### config.mk
export PLATFORM = sky130hd
export DESIGN_NAME = otpa_ctrl
export DESIGN_NICKNAME = d
export VERILOG_FILES = /design/src/rtl/core/otpa_pkg.sv /design/src/rtl/core/otpa_ctrl.sv
export SDC_FILE = /design/constraint.sdc
export NUM_CORES = 1
export LEC_CHECK = 0
export ABC_AREA = 1
export BUFFER_PORTS_ARGS = -buffer_cell sky130_fd_sc_hd__buf_2
export CORE_AREA = 2 2 39 41
export DETAILED_ROUTE_END_ITERATION = 6
export DIE_AREA = 0 0 41 43
export GPL_ROUTABILITY_DRIVEN = 1
export PLACE_DENSITY = 0.45
export SYNTH_ARGS = -nofsm -noshare
export SYNTH_HDL_FRONTEND = slang
export SYNTH_SLANG_ARGS = --single-unit
### constraint.sdc
create_clock -name clk -period 1.03 [get_ports clk]
set_input_delay 0.206 -clock clk [delete_from_list [all_inputs] [get_ports clk]]
set_output_delay 0.206 -clock clk [all_outputs]
set_load 0.1 [all_outputs]
### src/rtl/core/otpa_pkg.sv
package otpa_pkg;

	localparam int MAX_PAGES_DEF = 1024;
	localparam int PAGE_BYTES_LOG2_DEF = 12;
	localparam logic [31:0] SYS_OWNER = 32'hFFFF_FFFF;
	localparam int CFG_IDX_W = 2;
	localparam int CFG_DATA_W = 32;

	localparam logic [CFG_IDX_W-1:0] CFG_RAM_BASE = 2'd0;
	localparam logic [CFG_IDX_W-1:0] CFG_PAGES = 2'd1;
	localparam logic [CFG_IDX_W-1:0] CFG_RESERVED = 2'd2;

	typedef enum logic [1:0] {
		OP_INIT = 2'd0,
		OP_ALLOC = 2'd1,
		OP_FREE = 2'd2,
		OP_COUNT = 2'd3
	} op_t;

	typedef enum logic [2:0] {
		ST_OK = 3'd0,
		ST_NOINIT = 3'd1,
		ST_NOPAGE = 3'd2,
		ST_BADCOUNT = 3'd3,
		ST_BADOWNER = 3'd4
	} status_t;

	typedef enum logic [2:0] {
		S_IDLE,
		S_INIT,
		S_ALLOC_RD,
		S_ALLOC_WR,
		S_FREE,
		S_FREE_END,
		S_DONE
	} state_t;

	typedef struct packed {
		op_t opcode;
		logic [31:0] owner_id;
		logic [3:0] request_count;
	} in_t;

	typedef struct packed {
		status_t status;
		logic [9:0] page_index;
		logic [31:0] page_address;
		logic [10:0] freed_now;
		logic [10:0] pages_held;
		logic [10:0] peak_pages;
		logic [31:0] freed_total;
		logic [31:0] proc_total;
	} out_t;

	typedef struct packed {
		logic latch;
		logic init_step;
		logic alloc_wr;
		logic free_step;
		logic free_end;
		logic load;
	} cmd_t;

	typedef struct packed {
		logic initialized;
		logic pre_ok;
		logic scan_end;
		logic out_free;
	} sts_t;

endpackage

### src/rtl/core/otpa_ctrl.sv
module otpa_ctrl (
	input logic clk,
	input logic arst_n,
	input logic in_valid,
	output logic in_ready,
	input otpa_pkg::op_t opcode,
	input otpa_pkg::sts_t sts,
	output otpa_pkg::cmd_t cmd
);

	otpa_pkg::state_t state_q, state_nx;

	always_ff @(posedge clk or negedge arst_n) begin
		if (!arst_n) begin
			state_q <= otpa_pkg::S_IDLE;
		end else begin
			state_q <= state_nx;
		end
	end

	always_comb begin
		state_nx = state_q;
		cmd = '0;
		in_ready = 1'b0;
		case (state_q)
			otpa_pkg::S_IDLE: begin
				in_ready = 1'b1;
				if (in_valid) begin
					cmd.latch = 1'b1;
					if (!sts.pre_ok) begin
						state_nx = otpa_pkg::S_DONE;
					end else begin
						case (opcode)
							otpa_pkg::OP_INIT: state_nx = sts.initialized ?
								otpa_pkg::S_DONE : otpa_pkg::S_INIT;
							otpa_pkg::OP_ALLOC: state_nx = otpa_pkg::S_ALLOC_RD;
							otpa_pkg::OP_FREE: state_nx = otpa_pkg::S_FREE;
							default: state_nx = otpa_pkg::S_DONE;
						endcase
					end
				end
			end
			otpa_pkg::S_INIT: begin
				if (sts.scan_end) begin
					state_nx = otpa_pkg::S_DONE;
				end else begin
					cmd.init_step = 1'b1;
				end
			end
			otpa_pkg::S_ALLOC_RD: state_nx = otpa_pkg::S_ALLOC_WR;
			otpa_pkg::S_ALLOC_WR: begin
				cmd.alloc_wr = 1'b1;
				state_nx = otpa_pkg::S_DONE;
			end
			otpa_pkg::S_FREE: begin
				cmd.free_step = 1'b1;
				if (sts.scan_end) begin
					state_nx = otpa_pkg::S_FREE_END;
				end
			end
			otpa_pkg::S_FREE_END: begin
				cmd.free_end = 1'b1;
				state_nx = otpa_pkg::S_DONE;
			end
			otpa_pkg::S_DONE: begin
				if (sts.out_free) begin
					cmd.load = 1'b1;
					state_nx = otpa_pkg::S_IDLE;
				end
			end
			default: state_nx = otpa_pkg::S_IDLE;
		endcase
	end

endmodule

==> results of run 1 <==
layer usage:
| layer | vias up | track usage | routed length [µm] |
|---|---|---|---|
| met5 | - | 0 | 0 |
| met4 | 0 | 0.06000 | 0 |
| met3 | 0 | 0.01571 | 41 |
| met2 | 11 | 0.2000 | 486 |
| met1 | 184 | 0.1618 | 379 |
| li1 | 245 | - | - |
stage by stage:
step | hold WS [ps] | instances
2_1_floorplan | -89.59 | 59
3_3_place_gp | 3.838 | 99
3_5_place_dp | 3.212 | 99
4_1_cts | 287.3 | 106
5_1_grt | 289.2 | 108
6_report | 301.2 | 108
path summary, 6_finish.rpt:
| path | from | endpoint | cells after the start |
|---|---|---|---|
| min in group clk | sts[1] | state_q[2]$_DFFE_PN0P_ | 6 |
| max in group asynchronous | arst_n | state_q[2]$_DFFE_PN0P_ | 2 |
| worst min register to register | state_q[1]$_DFFE_PN0P_ | state_q[1]$_DFFE_PN0P_ | 5 |
| worst min-delay path | arst_n | state_q[0]$_DFFE_PN0P_ | 2 |
| worst max-delay path | state_q[0]$_DFFE_PN0P_ | cmd[5] | 3 |
| worst max register to register | state_q[1]$_DFFE_PN0P_ | state_q[0]$_DFFE_PN0P_ | 7 |
cell type report:
class,count,share of cell area
Multi-Input combinational cell,42,0.3356
Timing Repair Buffer,29,0.4057
Tap cell,16,0.02671
Sequential cell,3,0.1052
Inverter,14,0.09182
Clock buffer,4,0.03506
power by group through the flow:
| stage | Sequential (mW) | Combinational, mW | Clock [mW] |
|---|---|---|---|
| 4_1_cts | 0.341 | 2.08 | 0.215 |
| 3_3_place_gp | 0.326 | 1.99 | 0 |
| 2_1_floorplan | 0.316 | 1.24 | 0 |
| 3_5_place_dp | 0.328 | 2.00 | 0 |
| 6_report | 0.342 | 2.19 | 0.204 |
| 5_1_grt | 0.358 | 2.34 | 0.227 |
Yosys cell counts (all sizes together):
master and count:
nand2 22, a21oi 1, dfrtp 3, nor2 10
nor3 3, inv 14, nand3 6
cell usage in the layout (no fill, tap or decap), drive strengths merged:
master	synthesis	routed
a21oi	1	1
buf	0	28
clkbuf	0	4
clkinvlp	0	1
dfrtp	3	3
dlygate4sd3	0	1
inv	14	13
nand2	22	22
nand3	6	6
nor2	10	10
nor3	3	3
kinds of logic (layout without fill, tap and decap cells):
family / count (synthesis) / in the layout / synth area share
simple gates: 41 / 41 / 0.5691
buf+inv: 14 / 47 / 0.1707
compound gates: 1 / 1 / 0.01624
flops: 3 / 3 / 0.2439
timing repair:
item,in CTS,in global routing
pin swaps,3,3
gates resized for setup,6,4
buffers inserted,2,2
setup endpoints to repair,10,10
hold buffers,1,0
endpoints found under the hold margin,3,0
critical path: stages (launching register included):
cell and delay, ps:
dfrtp_2 450, buf_12 150, nor3_4 200, buf_12 200
==> reports/metrics.yaml, run 1 <==
job:
  maxCapViolCount: 0
worst_setup_path:
  cp.required_ps: 820
  crit_path_end_kind: "primary output"
  worst-setup-path-type: "reg -> out"
  startpoint_type: "register"
  cp_data_arrival_time_ps: 1230
  critPathMaxFanout: 4
  regToRegSetupSlack_ps: -170
clock_tree:
  insertion_delay_ps: 230
  cts.htree.levels: 1
  clk_pin_slew_ps: 40
  ctsRootBufferMaster: "clkbuf_4"
  cts-buffers-inserted: 3
  cts_max_path_buffers: 2
  cts_tree: "yes"
  cts_sinks: 3
cells_and_area:
  final_util: 0.5416
  multi_input_area_um2: 251.5
  largest_reg_flops: 3
  antenna_cells: 0
  largest_register: "state_q"
  top_regs: "state_q (3)"
  nNetsFinal: 102
  syn2layout_area_growth_pct: 143.5
  seqCellArea_um2: 78.83
  fillCellCount: 142
  drive_gt1_frac: 0.5870
  final_area_um2: 749.5
synthesis:
  syn-cell-area_um2: 307.8
  synth-seq-cells: 3
  yosysTopAreaCell: "nand2_1"
  synth_nets: 68
  synth.avg_cell_area_um2: 5.217
  syn_inst: 59
  netlist-cell-type-count: 10
  synth_top_area_frac: 0.2561
  synth_area_leaders: "nand2_1, dfrtp_1, inv_1"
  ys_seq_area_frac: 0.2439
  synth_warnings: 0
outcome:
  violations: "setup timing"
  status: "finished with violations"
power_and_ir_drop:
  p_clk_frac: 0.074
  finalPower_mw: 2.737
  ir_drop_v: 0.001657
  powerDensity_nw_per_um2: 3652
  power.internal_mw: 1.245
  swShare: 0.5453
  seq_power_share: 0.125
  p_switching_mw: 1.493
  power_frac_comb: 0.801
  p_leak_nw: 0.3868
die:
  die_h_um: 43
  core_area_um2: 1384
  start_util: 0.2224
  die_x_um: 41
  die_area_um2: 1763
  std_cell_rows: 14
  io_pins: 16
grt:
  grt_pass1_wl_um: 1531
  grt_pass1_vias: 413
  grt_max_degree: 7
  grt_antenna_before_repair: 0
  grt.total_usage: 0.1268
  overflow: 0
timing:
  slew_viol_final: 0
  hold_viol: 0
  slew-limit-headroom: 0.8677
  setup_slack_ps: -407.1
  setup_tns_ps: -3083
  fin_skew_ps: 1.320
  setup_viol: 10
  tightest_slew_ps: 198.4
  post-route-period-util: 1.395
  min_period_ps: 1437
  max_clock_freq_mhz: 695.8
  rsz0062_at_grt: "yes"
place:
  port-buffer-count: 15
  pre_cts_slack_ps: -198.9
  post-dp-hpwl_um: 766.7
  place_area_um2: 645.6
  place.gp.congestion: 0.7399
route:
  routed_via_density: 4.074
  totalWireLength_um: 907
  ant_nets: 0
  drtPass1Iterations: 2
  drt_iter0_drc: 1
  wl_per_cell_um: 8.398
  drc: 0
  vias: 440
hold_path:
  hold_class: "in -> async"
No activity file was read; power rests on OpenSTA's default activity.
==> run 2: changes to the inputs <==
--- a/config.mk
+++ b/config.mk
@@ -11,7 +11,7 @@
 export DETAILED_ROUTE_END_ITERATION = 6
 export DIE_AREA = 0 0 41 43
 export GPL_ROUTABILITY_DRIVEN = 1
-export PLACE_DENSITY = 0.45
+export PLACE_DENSITY = 0.44
 export SYNTH_ARGS = -nofsm -noshare
 export SYNTH_HDL_FRONTEND = slang
 export SYNTH_SLANG_ARGS = --single-unit
==> constraint.sdc (replaced) <==
create_clock -name clk -period 1.41 [get_ports clk]
set_input_delay 0.141 -clock clk [delete_from_list [all_inputs] [get_ports clk]]
set_output_delay 0.141 -clock clk [all_outputs]
set_load 0.1 [all_outputs]
==> run 2 against run 1 <==
Net effect: the flow now finishes without violations; register-to-register slack gained 410 ps; via count is 5.9% lower; die area is the same; critical path depth increased by 1; utilization is 6.5 points lower; sequential cell count is the same; routed wire length fell by 1.7%; global-route usage is 1.2 points higher; hold slack got worse by 91 ps; critical endpoint unchanged.
==> reports/metrics.yaml, run 2 (synthesis gave the netlist of run 1 again) <==
route:
  drc: 0  # unchanged
  drtPass1Iterations: 4  # +2
  vias: 414  # -5.9%
  drt_iter0_drc: 7  # +6
  totalWireLength_um: 892  # -1.7%
  routed_via_density: 4.140  # +1.6%
  wl_per_cell_um: 8.920  # +6.2%
  ant_nets: 0  # unchanged
die:
  start_util: 0.2224  # unchanged
  die_area_um2: 1763  # unchanged
  std_cell_rows: 14  # unchanged
  die_x_um: 41  # unchanged
  core_area_um2: 1384  # unchanged
  io_pins: 16  # unchanged
  die_h_um: 43  # unchanged
worst_setup_path:
  cp_top_family: "flip-flops"
  path_buf_inv: 2  # unchanged
  cp_data_arrival_time_ps: 1260  # +30 ps
  crit_chain: "inv_2 > nand2_4 > nor3_4 > buf_12"
  startpoint_type: "register"
  critPathMaxFanout: 6  # +2
  crit_path_end_kind: "primary output"
  worst-setup-path-type: "reg -> out"
  cp.required_ps: 1270  # +450 ps
  crit_path_max_incr_delay_ps: 440  # about the same
  critPathSlowestCell: "dfrtp_2"
hold_path:
  hold_class: "in -> reg"
timing:
  setup_viol: 0  # -10
  max_clock_freq_mhz: 715.8
  post-route-period-util: 0.9908
  fin_skew_ps: 1.374  # +0.05459 ps
  slew-limit-headroom: 0.8777  # +0.009989
  rsz0062_at_grt: "yes"
  min_period_ps: 1397
  slew_viol_final: 0  # unchanged
  setup_slack_ps: 12.97  # +420.1 ps
  tightest_slew_ps: 182.9  # -15.58 ps
  setup_tns_ps: 0  # +3083 ps
  hold_viol: 0  # unchanged
place:
  place.gp.congestion: 0.8042  # +8.7%
  post-dp-hpwl_um: 701.2  # -8.5%
  pre_cts_slack_ps: 187.8  # +386.7 ps
  port-buffer-count: 15  # unchanged
outcome:
  status: "completed"
cells_and_area:
  final_common_cell: "nand2_1"
  top_regs: "state_q (3)"
  nNetsFinal: 94  # -7.8%
  drive_gt1_frac: 0.4762  # -0.1108
  fillCellCount: 153  # +7.7%
  largest_register: "state_q"
  layout_common_cells: "nand2_1, inv_1, buf_2, buf_12, nand3_1"
  largest_reg_flops: 3  # unchanged
  syn2layout_area_growth_pct: 114.2
  antenna_cells: 0  # unchanged
grt:
  grt.total_usage: 0.1390  # +0.01221
  grt_max_degree: 7  # unchanged
  overflow: 0  # unchanged
  grt_antenna_before_repair: 0  # unchanged
  grt_pass1_vias: 419  # +1.5%
  grt_pass1_wl_um: 1628  # +6.3%
clock_tree:
  cts_sinks: 3  # unchanged
  clk_pin_slew_ps: 40  # about the same
  cts_max_path_buffers: 2  # unchanged
  insertion_delay_ps: 230  # about the same
  cts.htree.levels: 1  # unchanged
  cts_tree: "yes"
  cts-buffers-inserted: 3  # unchanged
  ctsRootBufferMaster: "clkbuf_4"
job:
  maxCapViolCount: 0  # unchanged
==> run 2: area by class of cell <==
cell class	instances	area, µm²	area share
clock buffer	4	26.28	0.03985
inverter	14	57.56	0.08729
tap	16	20.02	0.03036
sequential	3	78.83	0.1195
multi-input combinational	42	236.5	0.3586
timing repair buffer	21	240.2	0.3643
==> run 2: path summary, 6_finish.rpt <==
check | startpoint | to | slack [ps] | depth (start not counted)
max | state_q[1]$_DFFE_PN0P_ | cmd[5] | 10 | 4
min | sts[1] | state_q[0]$_DFFE_PN0P_ | 210 | 4
max reg2reg | state_q[1]$_DFFE_PN0P_ | state_q[1]$_DFFE_PN0P_ | 240 | 8
min reg2reg | state_q[1]$_DFFE_PN0P_ | state_q[0]$_DFFE_PN0P_ | 650 | 3
max in group asynchronous | arst_n | state_q[1]$_DFFE_PN0P_ | 1060 | 2
min in group asynchronous | arst_n | state_q[2]$_DFFE_PN0P_ | 240 | 2
==> run 2: worst reg2reg max path: stages (launching register included) <==
cell and delay, ps:
dfrtp_2 440, inv_2 100, buf_4 120, buf_4 100, nand3_1 70, nand2_1 60, nand2_1 50, nand2_1 60
nand2_1 50
==> run 2: timing repair <==
action / 4_1_cts / 5_1_grt
hold buffers: 1 / 0
pin swaps: 0 / 1
buffers inserted: 4 / 1
endpoints found under the hold margin: 3 / 0
gates resized for setup: 1 / 1
endpoints found under the setup margin: 4 / 3
==> run 2: layer usage <==
metal | GRT usage | share of wire | wire (µm) | vias to the layer above
met4 | 0.08000 | 0 | 0 | 0
li1 | - | - | - | 223
met2 | 0.2250 | 0.56 | 503 | 14
met3 | 0.03141 | 0.040 | 36 | 0
met1 | 0.1558 | 0.39 | 352 | 177
met5 | 0 | 0 | 0 | -
==> run 2: metrics by stage <==
| step | util | hold slack, ps | cell area, µm² | std cells |
|---|---|---|---|---|
| 5_1_grt | 0.4765 | 233.8 | 659.4 | 100 |
| 4_1_cts | 0.4693 | 209.7 | 649.4 | 99 |
| 3_3_place_gp | 0.4114 | -60.90 | 569.3 | 90 |
| 6_report | 0.4765 | 210.0 | 659.4 | 100 |
| 2_1_floorplan | - | -154.6 | 369.1 | 59 |
| 3_5_place_dp | 0.4114 | -60.72 | 569.3 | 90 |
Power of run 2 is left out: the tool's default activity adds up to more than one toggle a clock period on the data nets, which glitch-free logic cannot reach.
==> run 3: changes to the inputs <==
--- a/config.mk
+++ b/config.mk
@@ -12,6 +12,7 @@
 export DIE_AREA = 0 0 41 43
 export GPL_ROUTABILITY_DRIVEN = 1
 export PLACE_DENSITY = 0.44
+export SETUP_SLACK_MARGIN = 0.2
 export SYNTH_ARGS = -nofsm -noshare
 export SYNTH_HDL_FRONTEND = slang
 export SYNTH_SLANG_ARGS = --single-unit
==> run 3 against run 2 <==
Net effect: sequential share of layout area is 0.86 points lower; die area is the same; largest cell class unchanged; cell area increased by 7.8%; cell count increased by 4.0%.
==> reports/metrics.yaml, run 3 (synthesis gave the netlist of run 1 again) <==
grt:
  grt.total_usage: 0.1088  # -0.03021
  gr-usage-met2: 0.1906  # -0.03438
  grt_max_degree: 7  # unchanged
  met1_usage: 0.1201  # -0.03571
  use_met3: 0.02094  # -0.01047
  grt_pass1_wl_um: 1324  # -19%
  grt_antenna_before_repair: 0  # unchanged
  grt_pass1_vias: 347  # -17%
  overflow: 0  # unchanged
  top_usage_layer: "met2"
clock_tree:
  cts.htree.levels: 1  # unchanged
  insertion_delay_ps: 230  # about the same
  ctsRootBufferMaster: "clkbuf_4"
  cts-buffers-inserted: 3  # unchanged
  clk_pin_slew_ps: 40  # about the same
  cts_max_path_buffers: 2  # unchanged
  cts_sinks: 3  # unchanged
  cts_tree: "yes"
cells_and_area:
  final-instance-count-excl-fill: 104  # +4.0%
  nNetsFinal: 98  # +4.3%
  fillCellCount: 151  # -1.3%
  final_util: 0.5136  # +0.03707
  syn2layout_area_growth_pct: 130.9
  top_regs: "state_q (3)"
  layout_common_cells: "nand2_1, inv_1, buf_2, buf_12, buf_4"
  drive_gt1_frac: 0.5568  # +0.08063
  final_common_cell: "nand2_1"
  largest_register: "state_q"
  largest_reg_flops: 3  # unchanged
  antenna_cells: 0  # unchanged
route:
  routed_via_density: 4.125  # -0.36%
  drtPass1Iterations: 3  # -1
  wl_per_cell_um: 8.029  # -10%
  totalWireLength_um: 835  # -6.4%
  drc: 0  # unchanged
  drt_iter0_drc: 1  # -6
  vias: 429  # +3.6%
  ant_nets: 0  # unchanged
place:
  port-buffer-count: 15  # unchanged
  post-dp-hpwl_um: 647.8  # -7.6%
  dp.cells: 90  # unchanged
  place.gp.congestion: 0.7637  # -5.0%
worst_setup_path:
  startpoint_type: "register"
  critPathMaxFanout: 6  # unchanged
  cp_data_arrival_time_ps: 1240  # -20 ps
  cp.required_ps: 1270  # about the same
  worst-setup-path-type: "reg -> out"
  crit_path_end_kind: "primary output"
die:
  die_x_um: 41  # unchanged
  io_pins: 16  # unchanged
  die_area_um2: 1763  # unchanged
  start_util: 0.2224  # unchanged
  core_area_um2: 1384  # unchanged
  die_h_um: 43  # unchanged
  std_cell_rows: 14  # unchanged
timing:
  slew-limit-headroom: 0.8730  # -0.004722
  rsz0062_at_grt: "yes"
  slew_viol_final: 0  # unchanged
  post-route-period-util: 0.9815  # -0.009293
  fin_skew_ps: 2.382  # +1.008 ps
  setup_tns_ps: 0  # unchanged
  min_period_ps: 1384  # -13.10 ps
  max_clock_freq_mhz: 722.6  # +0.95%
  tightest_slew_ps: 189.9  # +7.059 ps
  setup_viol: 0  # unchanged
  hold_viol: 0  # unchanged
hold_path:
  hold_class: "in -> async"
outcome:
  status: "completed"
job:
  maxCapViolCount: 0  # unchanged
## run 3: final cells by class
type,count,area (µm²),area share
Tap cell,16,20.02,0.02817
Multi-Input combinational cell,42,254.0,0.3574
Timing Repair Buffer,25,265.3,0.3732
Sequential cell,3,78.83,0.1109
Inverter,14,66.31,0.09331
Clock buffer,4,26.28,0.03697
## run 3: worst paths after layout
path | start | endpoint | slack [ps] | depth (start not counted)
min in group clk | sts[0] | state_q[1]$_DFFE_PN0P_ | 260 | 4
setup / recovery | state_q[2]$_DFFE_PN0P_ | cmd[3] | 30 | 3
setup reg to reg | state_q[0]$_DFFE_PN0P_ | state_q[1]$_DFFE_PN0P_ | 260 | 8
hold / removal | arst_n | state_q[0]$_DFFE_PN0P_ | 230 | 2
max in group asynchronous | arst_n | state_q[2]$_DFFE_PN0P_ | 1060 | 2
hold reg to reg | state_q[1]$_DFFE_PN0P_ | state_q[1]$_DFFE_PN0P_ | 760 | 5
## run 3: worst max-delay path: stages, from the launching register on
cell and delay, ps:
dfrtp_2 450, buf_6 140, nor3_4 220, buf_12 200
## run 3: metrics by stage
stage          instance area [µm²]  setup slack, ps  hold slack [ps]
6_report                     710.7            26.07            232.4
5_1_grt                      710.7           -15.30            227.5
4_1_cts                      690.7            34.23            227.4
3_5_place_dp                 578.1            213.7           -62.65
3_3_place_gp                 578.1            207.6           -60.99
2_1_floorplan                377.9           -141.7           -154.6
## run 3: what timing repair did
| action | 4_1_cts | 5_1_grt |
|---|---|---|
| resized for setup | 6 | 4 |
| pin swaps | 2 | 1 |
| buffers inserted | 8 | 1 |
| endpoints found under the hold margin | 3 | 0 |
| setup endpoints to repair | 7 | 10 |
| hold buffers | 1 | 0 |
## run 3: per-layer routing
| layer | up-vias | share of wire |
|---|---|---|
| met5 | - | 0 |
| met2 | 10 | 0.53 |
| met4 | 0 | 0 |
| met3 | 0 | 0.063 |
| li1 | 232 | - |
| met1 | 187 | 0.41 |
Power of run 3 is left out for the same reason.
